**config.mk**
```make
export PLATFORM = sky130hd
export DESIGN_NAME = per_channel_calibrated_normalizer
export DESIGN_NICKNAME = d
export VERILOG_FILES = /design/src/hw/rtl/pcn_pkg.sv /design/src/hw/rtl/pcn_cal_mem.sv /design/src/hw/rtl/pcn_divider.sv /design/src/hw/rtl/per_channel_calibrated_normalizer.sv
export SDC_FILE = /design/constraint.sdc
export NUM_CORES = 1
export LEC_CHECK = 0
export BUFFER_PORTS_ARGS = -buffer_cell sky130_fd_sc_hd__buf_2
export CORE_AREA = 2 2 287 289
export CTS_BUF_LIST = sky130_fd_sc_hd__clkbuf_16
export CTS_CLUSTER_SIZE = 12
export DETAILED_ROUTE_END_ITERATION = 7
export DIE_AREA = 0 0 289 291
export GPL_ROUTABILITY_DRIVEN = 0
export PLACE_DENSITY = 0.4
export SLEW_MARGIN = 40
export SYNTH_ARGS = -nofsm -noshare
export SYNTH_HDL_FRONTEND = slang
export SYNTH_HIERARCHICAL = 1
export SYNTH_SLANG_ARGS = --single-unit
export TNS_END_PERCENT = 10
```
**constraint.sdc**
```tcl
create_clock -name clk -period 12.9 [get_ports clk]
set_input_delay 2.58 -clock clk [delete_from_list [all_inputs] [get_ports clk]]
set_output_delay 2.58 -clock clk [all_outputs]
set_load 0.05 [all_outputs]
```
**src/hw/rtl/pcn_pkg.sv**
```systemverilog
package pcn_pkg;

	// Channel count and the index width of the calibration store
	localparam int CHANNELS = 16;
	localparam int CH_W     = 4;
	localparam int DEPTH    = (CHANNELS < (2 ** CH_W)) ? CHANNELS : (2 ** CH_W);
	localparam int ADDR_W   = (DEPTH > 1) ? $clog2(DEPTH) : 1;

	// Datapath widths
	localparam int SAMPLE_W = 10;
	localparam int PCT_W    = 7;
	localparam int PROD_W   = 17;
	localparam int QUO_W    = 7;
	localparam int STEP_W   = $clog2(QUO_W);
	localparam int DSH_W    = SAMPLE_W + QUO_W - 1;

	localparam logic [SAMPLE_W-1:0] FULL_SCALE = 10'd1023;
	localparam logic [PCT_W-1:0]    PCT_MAX    = 7'd100;

	// Operation codes
	typedef enum logic [1:0] {
		FUNC_NORM   = 2'd0,
		FUNC_CAP_LO = 2'd1,
		FUNC_CAP_HI = 2'd2
	} func_t;

	// Sequencer states
	typedef enum logic [1:0] {
		ST_IDLE,
		ST_LOOKUP,
		ST_DIV,
		ST_FIN
	} state_t;

	typedef struct packed {
		logic [1:0]          func;
		logic [CH_W-1:0]     channel;
		logic                inverted_source;
		logic [SAMPLE_W-1:0] sample;
	} in_item_t;

	typedef struct packed {
		logic [PCT_W-1:0]    percent;
		logic [SAMPLE_W-1:0] raw_used;
	} out_item_t;

	typedef struct packed {
		logic [SAMPLE_W-1:0] lo;
		logic [SAMPLE_W-1:0] hi;
	} cal_entry_t;

	localparam cal_entry_t CAL_RESET = '{lo: '0, hi: FULL_SCALE};

	// Write request into the calibration store
	typedef struct packed {
		logic              en;
		logic [ADDR_W-1:0] addr;
		cal_entry_t        data;
	} cal_wr_t;

endpackage

```
**src/hw/rtl/pcn_cal_mem.sv**
```systemverilog
module pcn_cal_mem
	import pcn_pkg::*;
(
	input  logic              clk,
	input  logic              arst_n,
	input  logic              rd_en,
	input  logic [ADDR_W-1:0] rd_addr,
	output cal_entry_t        rd_data,
	input  cal_wr_t           wr
);

	cal_entry_t              mem [DEPTH];
	logic       [DEPTH-1:0]  valid_q;
	cal_entry_t              rd_data_q;

	// Mark entries written since reset
	always_ff @(posedge clk or negedge arst_n) begin
		if (!arst_n) begin
			valid_q <= '0;
		end else if (wr.en) begin
			valid_q[wr.addr] <= 1'b1;
		end
	end

	// Store array
	always_ff @(posedge clk) begin
		if (wr.en) begin
			mem[wr.addr] <= wr.data;
		end
	end

	// Registered read; an unwritten entry reads as the reset calibration
	always_ff @(posedge clk) begin
		if (rd_en) begin
			rd_data_q <= valid_q[rd_addr] ? mem[rd_addr] : CAL_RESET;
		end
	end

	assign rd_data = rd_data_q;

endmodule

```
**src/hw/rtl/pcn_divider.sv**
```systemverilog
module pcn_divider
	import pcn_pkg::*;
(
	input  logic                clk,
	input  logic                arst_n,
	input  logic                start,
	input  logic [PROD_W-1:0]   dividend,
	input  logic [SAMPLE_W-1:0] divisor,
	output logic                busy,
	output logic [QUO_W-1:0]    quotient
);

	logic                busy_q;
	logic [STEP_W-1:0]   step_q;
	logic [PROD_W-1:0]   rem_q;
	logic [DSH_W-1:0]    dsh_q;
	logic [QUO_W-1:0]    quo_q;
	logic                fits;

	assign fits = rem_q >= PROD_W'(dsh_q);

	// Control: one quotient bit per cycle, MSB first
	always_ff @(posedge clk or negedge arst_n) begin
		if (!arst_n) begin
			busy_q <= 1'b0;
			step_q <= '0;
		end else if (start) begin
			busy_q <= 1'b1;
			step_q <= STEP_W'(QUO_W - 1);
		end else if (busy_q) begin
			step_q <= step_q - 1'b1;
			if (step_q == '0) begin
				busy_q <= 1'b0;
			end
		end
	end

	// Restoring subtract with a right-shifting divisor
	always_ff @(posedge clk) begin
		if (start) begin
			rem_q <= dividend;
			dsh_q <= {divisor, {(QUO_W-1){1'b0}}};
			quo_q <= '0;
		end else if (busy_q) begin
			if (fits) begin
				rem_q <= rem_q - PROD_W'(dsh_q);
			end
			dsh_q <= dsh_q >> 1;
			quo_q <= {quo_q[QUO_W-2:0], fits};
		end
	end

	assign busy     = busy_q;
	assign quotient = quo_q;

endmodule

```
**src/hw/rtl/per_channel_calibrated_normalizer.sv**
```systemverilog
// Per-channel calibrated normalizer. Each transfer carries an operation, a
// channel and a ten-bit sample (optionally inverted as 1023 minus sample).
// Normalize maps the sample onto 0..100 percent between the channel's stored
// low and high calibration; capture-low and capture-high store the sample.
// Exactly one result comes back per item, in order. Items are handled one at
// a time: a capture, a reserved code or a normalize that clamps to 0 or 100
// passes from lookup straight to finish; a normalize that needs a division
// waits in between on the seven-step serial divider. The calibration store
// read is registered, and the store is written back in place. A finished
// result sits in an output register, so the next item is accepted while it
// waits to be taken. After reset, low is 0 and high is 1023 for every
// channel; no clearing pass is needed.
module per_channel_calibrated_normalizer
	import pcn_pkg::*;
(
	input  logic      clk,
	input  logic      arst_n,
	input  logic      in_valid,
	output logic      in_ready,
	input  in_item_t  in_data,
	output logic      out_valid,
	input  logic      out_ready,
	output out_item_t out_data
);

	state_t              state_q, state_d;
	logic [1:0]          func_q;
	logic [ADDR_W-1:0]   addr_q;
	logic                ok_q;
	logic [SAMPLE_W-1:0] raw_q;
	logic [PCT_W-1:0]    pct_q, pct_d;
	logic                pct_en;
	logic                out_valid_q;
	out_item_t           out_q;
	logic                load_out;

	logic                accept;
	logic                rd_en;
	logic [SAMPLE_W-1:0] raw_in;
	logic                ok_in;
	cal_entry_t          rd_data;
	cal_wr_t             wr;
	logic [SAMPLE_W-1:0] lo_w, hi_w;
	logic                div_start, div_busy;
	logic [PROD_W-1:0]   dividend;
	logic [SAMPLE_W-1:0] divisor;
	logic [QUO_W-1:0]    quotient;

	assign accept = in_valid && in_ready;
	assign raw_in = in_data.inverted_source ? (FULL_SCALE - in_data.sample) : in_data.sample;
	assign ok_in  = 7'(in_data.channel) < 7'(CHANNELS);

	// Out-of-range channels see the reset calibration
	assign lo_w = ok_q ? rd_data.lo : CAL_RESET.lo;
	assign hi_w = ok_q ? rd_data.hi : CAL_RESET.hi;

	assign dividend = PROD_W'(raw_q - lo_w) * PROD_W'(PCT_MAX);
	assign divisor  = hi_w - lo_w;

	pcn_cal_mem u_mem (
		.clk     (clk),
		.arst_n  (arst_n),
		.rd_en   (rd_en),
		.rd_addr (ADDR_W'(in_data.channel)),
		.rd_data (rd_data),
		.wr      (wr)
	);

	pcn_divider u_div (
		.clk      (clk),
		.arst_n   (arst_n),
		.start    (div_start),
		.dividend (dividend),
		.divisor  (divisor),
		.busy     (div_busy),
		.quotient (quotient)
	);

	// Sequencer state
	always_ff @(posedge clk or negedge arst_n) begin
		if (!arst_n) begin
			state_q <= ST_IDLE;
		end else begin
			state_q <= state_d;
		end
	end

	// Next state, store access, divider start and result load
	always_comb begin
		state_d   = state_q;
		in_ready  = 1'b0;
		rd_en     = 1'b0;
		wr        = '0;
		div_start = 1'b0;
		pct_en    = 1'b0;
		pct_d     = '0;
		load_out  = 1'b0;
		case (state_q)
			ST_IDLE: begin
				in_ready = 1'b1;
				rd_en    = in_valid;
				if (in_valid) begin
					state_d = ST_LOOKUP;
				end
			end
			ST_LOOKUP: begin
				pct_en  = 1'b1;
				state_d = ST_FIN;
				wr.addr = addr_q;
				case (func_q)
					FUNC_NORM: begin
						if (raw_q <= lo_w) begin
							pct_d = '0;
						end else if (raw_q >= hi_w) begin
							pct_d = PCT_MAX;
						end else begin
							div_start = 1'b1;
							state_d   = ST_DIV;
						end
					end
					FUNC_CAP_LO: begin
						wr.en   = ok_q;
						wr.data = '{lo: raw_q, hi: rd_data.hi};
					end
					FUNC_CAP_HI: begin
						wr.en   = ok_q;
						wr.data = '{lo: rd_data.lo, hi: raw_q};
					end
					default: begin
						pct_d = '0;
					end
				endcase
			end
			ST_DIV: begin
				if (!div_busy) begin
					pct_en  = 1'b1;
					pct_d   = PCT_W'(quotient);
					state_d = ST_FIN;
				end
			end
			ST_FIN: begin
				if (!out_valid_q || out_ready) begin
					load_out = 1'b1;
					state_d  = ST_IDLE;
				end
			end
			default: begin
				state_d = ST_IDLE;
			end
		endcase
	end

	// Hold the accepted item and the computed percent
	always_ff @(posedge clk) begin
		if (accept) begin
			func_q <= in_data.func;
			addr_q <= ADDR_W'(in_data.channel);
			ok_q   <= ok_in;
			raw_q  <= raw_in;
		end
		if (pct_en) begin
			pct_q <= pct_d;
		end
	end

	// Output register: load when empty or being drained
	always_ff @(posedge clk or negedge arst_n) begin
		if (!arst_n) begin
			out_valid_q <= 1'b0;
		end else if (load_out) begin
			out_valid_q <= 1'b1;
		end else if (out_ready) begin
			out_valid_q <= 1'b0;
		end
	end

	always_ff @(posedge clk) begin
		if (load_out) begin
			out_q <= '{percent: pct_q, raw_used: raw_q};
		end
	end

	assign out_valid = out_valid_q;
	assign out_data  = out_q;

endmodule

```
Word-level counts from Yosys, hierarchy flattened:

Memory sizes are Yosys's and may differ from the RTL's. A register that Yosys moved wholly into a read port is not among the register bits.
Cells that the tools add are included.

* bits in latches: 0
* flip-flop bits (word level): 103
* output and inout port bits: 19
* ROM bits: 0
* memories: 1
* logic and storage cells: 97
* RAM bits: 320
* input port bits: 21

* order comparisons: 6
* $add $sub $neg: 5
* multiplexer cells: 44
* div/mod/pow operators: 0
* equality and inequality tests: 8
* $mul: 1
* shift-type cells: 0
* reduce and logical (&&, ||, !) cells: 15
* bitwise operators: 1

Memories
* u_mem.mem: words 16, width 20, read ports 1, clocked after memory_dff 1, write ports 1, line pcn_cal_mem.sv:12 `cal_entry_t mem [DEPTH];`

Operators by type and width (number)
* $mux 17: 3
* $pmux 20 s2: 1
* $mux 16: 2
* $mux 7: 4
* $mux 25: 1
* $mux 1: 22
* $ge 17x16->1: 1
* $mul 17x5->15 const B: 1
* $sub 17x16->17: 1
* $or 16x16->16: 1
* $pmux 7 s2: 1
* $sub 10x10->11: 1
* $ge 10x10->1: 1
* $le 10x10->1: 1
* $lt 4x5->1 const B: 2
* $mux 10: 1
* $sub 10x10->10: 1
* $sub 10x10->10 const A: 1
* $pmux 2 s4: 1
* $eq 2x2->1 const B: 3
* $mux 2: 3
* $mux 3: 2
* $ne 2x2->1 const B: 3
* $reduce_bool 2->1: 3
* other kinds (14): 19

Logic depth before layout (Yosys ltp):

* depth in word-level cells: 9
* mapped depth: 22
* mapped depth without buffers: 22

Modules after synthesis:

The synthesis kept the hierarchy.

By module, submodules not included
* pcn_cal_mem: times used 1, area an instance 13379.1 um^2, sequential area each 10610.2 um^2, cells an instance 576
* per_channel_calibrated_normalizer: times used 1, area an instance 4027.6 um^2, sequential area each 1276.2 um^2, cells an instance 410
* pcn_divider: times used 1, area an instance 2635.0 um^2, sequential area each 1171.1 um^2, cells an instance 277

Worst setup path before layout:

OpenSTA, ideal clock, no wires.

* path type: reg-to-reg
* start: register raw_q[0]
* end: register u_div.rem_q[16] (data pin)
* period minus slack after synthesis: 4.419 ns
* required time: 12.632 ns
* slack: 8.481 ns
* arrival time: 4.151 ns
* cell stages (with the launch flop): 22
* library setup time: 0.268 ns
* buffers on the path: 0
* path through: edfxtp_1 -> inv_1 -> ha_1 -> inv_1 -> fa_1 -> a211oi_1 -> o21bai_1 -> a21oi_2 -> xnor2_1 -> ha_1 -> ha_1 -> inv_1 -> fa_1 -> inv_1 -> ha_1 -> or3_1 -> nor3_1 -> nor2_1 -> mux2i_1 -> xnor2_1 -> nand2_1 -> o211ai_1

* elaborated cells on any way between the ends: 9
* those cells by class: add/sub: 1; mul: 1; order compare: 2; mux: 5

RTL lines
* start: declaration: line per_channel_calibrated_normalizer.sv:30 `logic [SAMPLE_W-1:0] raw_q;`
* start signal: assignment: line per_channel_calibrated_normalizer.sv:159 `raw_q <= raw_in;`
* $sub 10x10->11: line per_channel_calibrated_normalizer.sv:57 `assign dividend = PROD_W'(raw_q - lo_w) * PROD_W'(PCT_MAX);`
* $mul 17x5->15: line per_channel_calibrated_normalizer.sv:57
* via dividend[16]: line per_channel_calibrated_normalizer.sv:45 `logic [PROD_W-1:0] dividend;`
* $mux 17: line pcn_divider.sv:40 `if (start) begin`
* end signal: assignment: line pcn_divider.sv:41 `rem_q <= dividend;`
* end signal: assignment: line pcn_divider.sv:46 `rem_q <= rem_q - PROD_W'(dsh_q);`
* end: declaration: line pcn_divider.sv:15 `logic [PROD_W-1:0] rem_q;`

The timed path passes the listed nets, and every way through them passes these cells.
A chain may end at the register's enable or synchronous reset.

Worst setup path in the final report:

Ends and elaborated chain as after synthesis.

==> impl_metrics.tcl <==
set metrics [dict create \
    fp.dieArea_um2 84100 \
    grt_setup_unrepaired "no" \
    mostFrequentLayoutCells "407 x edfxtp_1, 108 x inv_1, 85 x ha_1, 83 x mux4_2, 60 x a22oi_1" \
    hold_violations 0 \
    setup_viol 0 \
    postCtsSetupRepairBufs 0 \
    cts_sinks 443 \
    cp_slowest_cell "fa_1" \
    max_freq_mhz 197.5 \
    critPathBufInv 4 \
    ys_types 69 \
    final_common_cell "edfxtp_1" \
    via_per_inst 4.519 \
    fp-row-count 105 \
    reg2reg_slack_ns 7.84 \
    die_w_um 289 \
    finalCriticalPeriod_ns 5.064 \
    drv_slew 0 \
    cellPowerDensity_nw_per_um2 233.2 \
    holdBufCountCts 0 \
    cts_resized 0 \
    critPathTopFamily "adder cells" \
    routed_wl_mm 54.54 \
    max_slew.worst_pin.slew_ns 0.7968 \
    ant_nets 0 \
    synth_top_cell_by_area "edfxtp_1" \
    grt_overflow 0 \
    drt_iter0_drc 784 \
    crit_arrival_ns 5.41 \
    post-route-cell-area_um2 23580 \
    max_slew_margin 0.4688 \
    vias 11090 \
    synthCells 1263 \
    tritoncts "yes" \
    placed_cell_area_um2 21990 \
    track_usage 0.1314 \
    first_pass_iters 5 \
    tns_ns 0 \
    grt_max_degree 68 \
    required_ns 13.24 \
    synthToLayoutAreaGrowth_pct 17.67 \
    clk_pin_slew_ns 0.06 \
    cts_made_buffers 49 \
    peakVddDrop_mv 0.1087 \
    outcome "finished, final reports clean" \
    async_flop_share 0.05192 \
    end_kind "flip-flop" \
    path_cells "inv_1 > ha_1 > inv_1 > fa_1 > a211oi_1 > o21bai_1 > a21oi_2 > xnor2_1 > ha_1 > ha_1 > inv_1 > fa_1 > inv_1 > ha_1 > o21ai_1 > nand2b_1 > a21oi_1 > nor2_1 > mux2i_1 > xnor2_1 > nand2_1 > o211ai_1" \
    yosys.area.top_type_share 0.6098 \
    antenna_found_initial 2 \
    cts_buffer_depth 3 \
    core_area_um2 81190 \
    synth_seq_cells 443 \
    layout.nets 1461 \
    yosysSeqAreaShare 0.6515 \
    hold_path.class "reg -> reg" \
    synthTopCellsByArea "edfxtp_1 61%, mux4_2 9.3%, ha_1 5.3%" \
    critPathKind "reg -> reg" \
    synth_area_um2 20040 \
    wl_per_cell_um 22.23 \
    post-route-drc-count 0 \
    clkLatencyLatePin_ns 0.62 \
    p_leak_uw 0.008337 \
    synth_ff_type "edfxtp_1" \
    grt_pass1_vias 11690 \
    die_y_um 291 \
    initial_core_util 0.2468 \
    start_kind "flip-flop" \
    yosys_warnings 6 \
    nFillCells 8136 \
    cts_max_level 2 \
    critPathMaxStageDelay_ns 0.49 \
    grt_pass1_wl_mm 80.54 \
    io_pins 40 \
    maxCapViolCount 0 \
    antenna_cells 0 \
    port_buffers 39 \
    period_share 0.3925 \
    drive_above_1_share 0.2256 \
    crit_fanout 4 \
    avgSynthCellArea_um2 15.87 \
    dp_hpwl_mm 34.67 \
    cts-root-buf "clkbuf_16" \
    utilization 0.2905 \
    fin_skew_ns 0.03427 \
    synth_edf_count 407 \
]
## where the power goes
group | internal (uW) | switching [uW] | total (uW)
logic | 870 | 1330 | 2200
registers | 1830 | 90.9 | 1920
clock network | 777 | 603 | 1380
total | 3480 | 2020 | 5500
## path summary, 6_finish.rpt
kind | endpoint | start | cells past startpoint
setup / recovery | u_div/rem_q[16] | raw_q[0] | 22
hold / removal | out_data[12] | pct_q[2] | 0
setup reg to reg | u_div/rem_q[16] | raw_q[0] | 22
hold reg to reg | out_data[12] | pct_q[2] | 0
max in group asynchronous | u_div/busy | arst_n | 1
min in group asynchronous | u_mem/valid_q[13] | arst_n | 1
## area by class of cell
type	instances	area, um^2	area share
Sequential cell	443	13060	0.5537
Multi-Input combinational cell	682	6590	0.2794
Tap cell	1070	1339	0.05677
Clock buffer	49	1226	0.05200
Timing Repair Buffer	76	676.9	0.02870
Clock inverter	42	351.6	0.01491
Inverter	91	341.6	0.01448
## layer usage
metal  up-vias  GRT usage  share of wire
li1       5033          -              -
met1      5746     0.1780           0.45
met2       222     0.2136           0.48
met3        83    0.02508          0.042
met4         2    0.03759          0.028
met5         -          0        0.00015
## kinds of logic after synthesis
kind of cell,after synthesis,synth area share
buf+inv,139,0.02972
mux,99,0.1024
other cells,1,0.0001871
flops,443,0.6515
xor+xnor,53,0.02316
fa+ha+maj,97,0.06505
compound gates,212,0.07485
simple gates,219,0.05313
## synthesized netlist by cell type, types with 2 or more instances
cell type  instances
xor2_1            24
o211a_1            2
o21a_1             4
edfxtp_1         407
o41ai_1            2
o31ai_1           12
nor3_1             9
nor2_1            71
buf_4              5
o21bai_1           4
and4_1             3
buf_6              6
a21oi_1           25
dfrtp_1           23
buf_2              8
nand2_1           56
clkbuf_1          26
inv_1             90
mux2i_1           13
ha_1              85
nand3_1           14
nor4_1             3
xnor2_1           29
nand4_1            5
nand2b_1           9
o211ai_1           3
nor2b_1            8
a31oi_1            4
nand3b_1           2
a21o_1            15
mux4_2            83
and3_1             4
a211oi_1           9
a21oi_2           12
o21ai_1           12
a22oi_1           60
dfxtp_1           13
buf_1              3
o21ai_0           32
o22ai_1            2
and2_1            12
or2_2             16
fa_1              12
## per-stage QoR
stage	hold slack, ns	instances	setup slack (ns)	power (uW)
detailed placement	0.4071	2362	7.624	4200
finish	0.4194	2453	7.836	5500
floorplan	0.4003	1264	8.481	3579
CTS	0.4221	2453	7.810	5612
global placement	0.4045	2348	7.600	4175
global route	0.4244	2453	7.543	5938
## state kept, by name, indices dropped and copies added, names as in the netlist, 10 cells and up
register       flops
u_div/rem_q       17
u_div/dsh_q       16
u_mem/valid_q     16
u_mem/mem        320
u_mem/rd_data     20
out_data          17
raw_q             10
(Power assumes the default switching activity.)
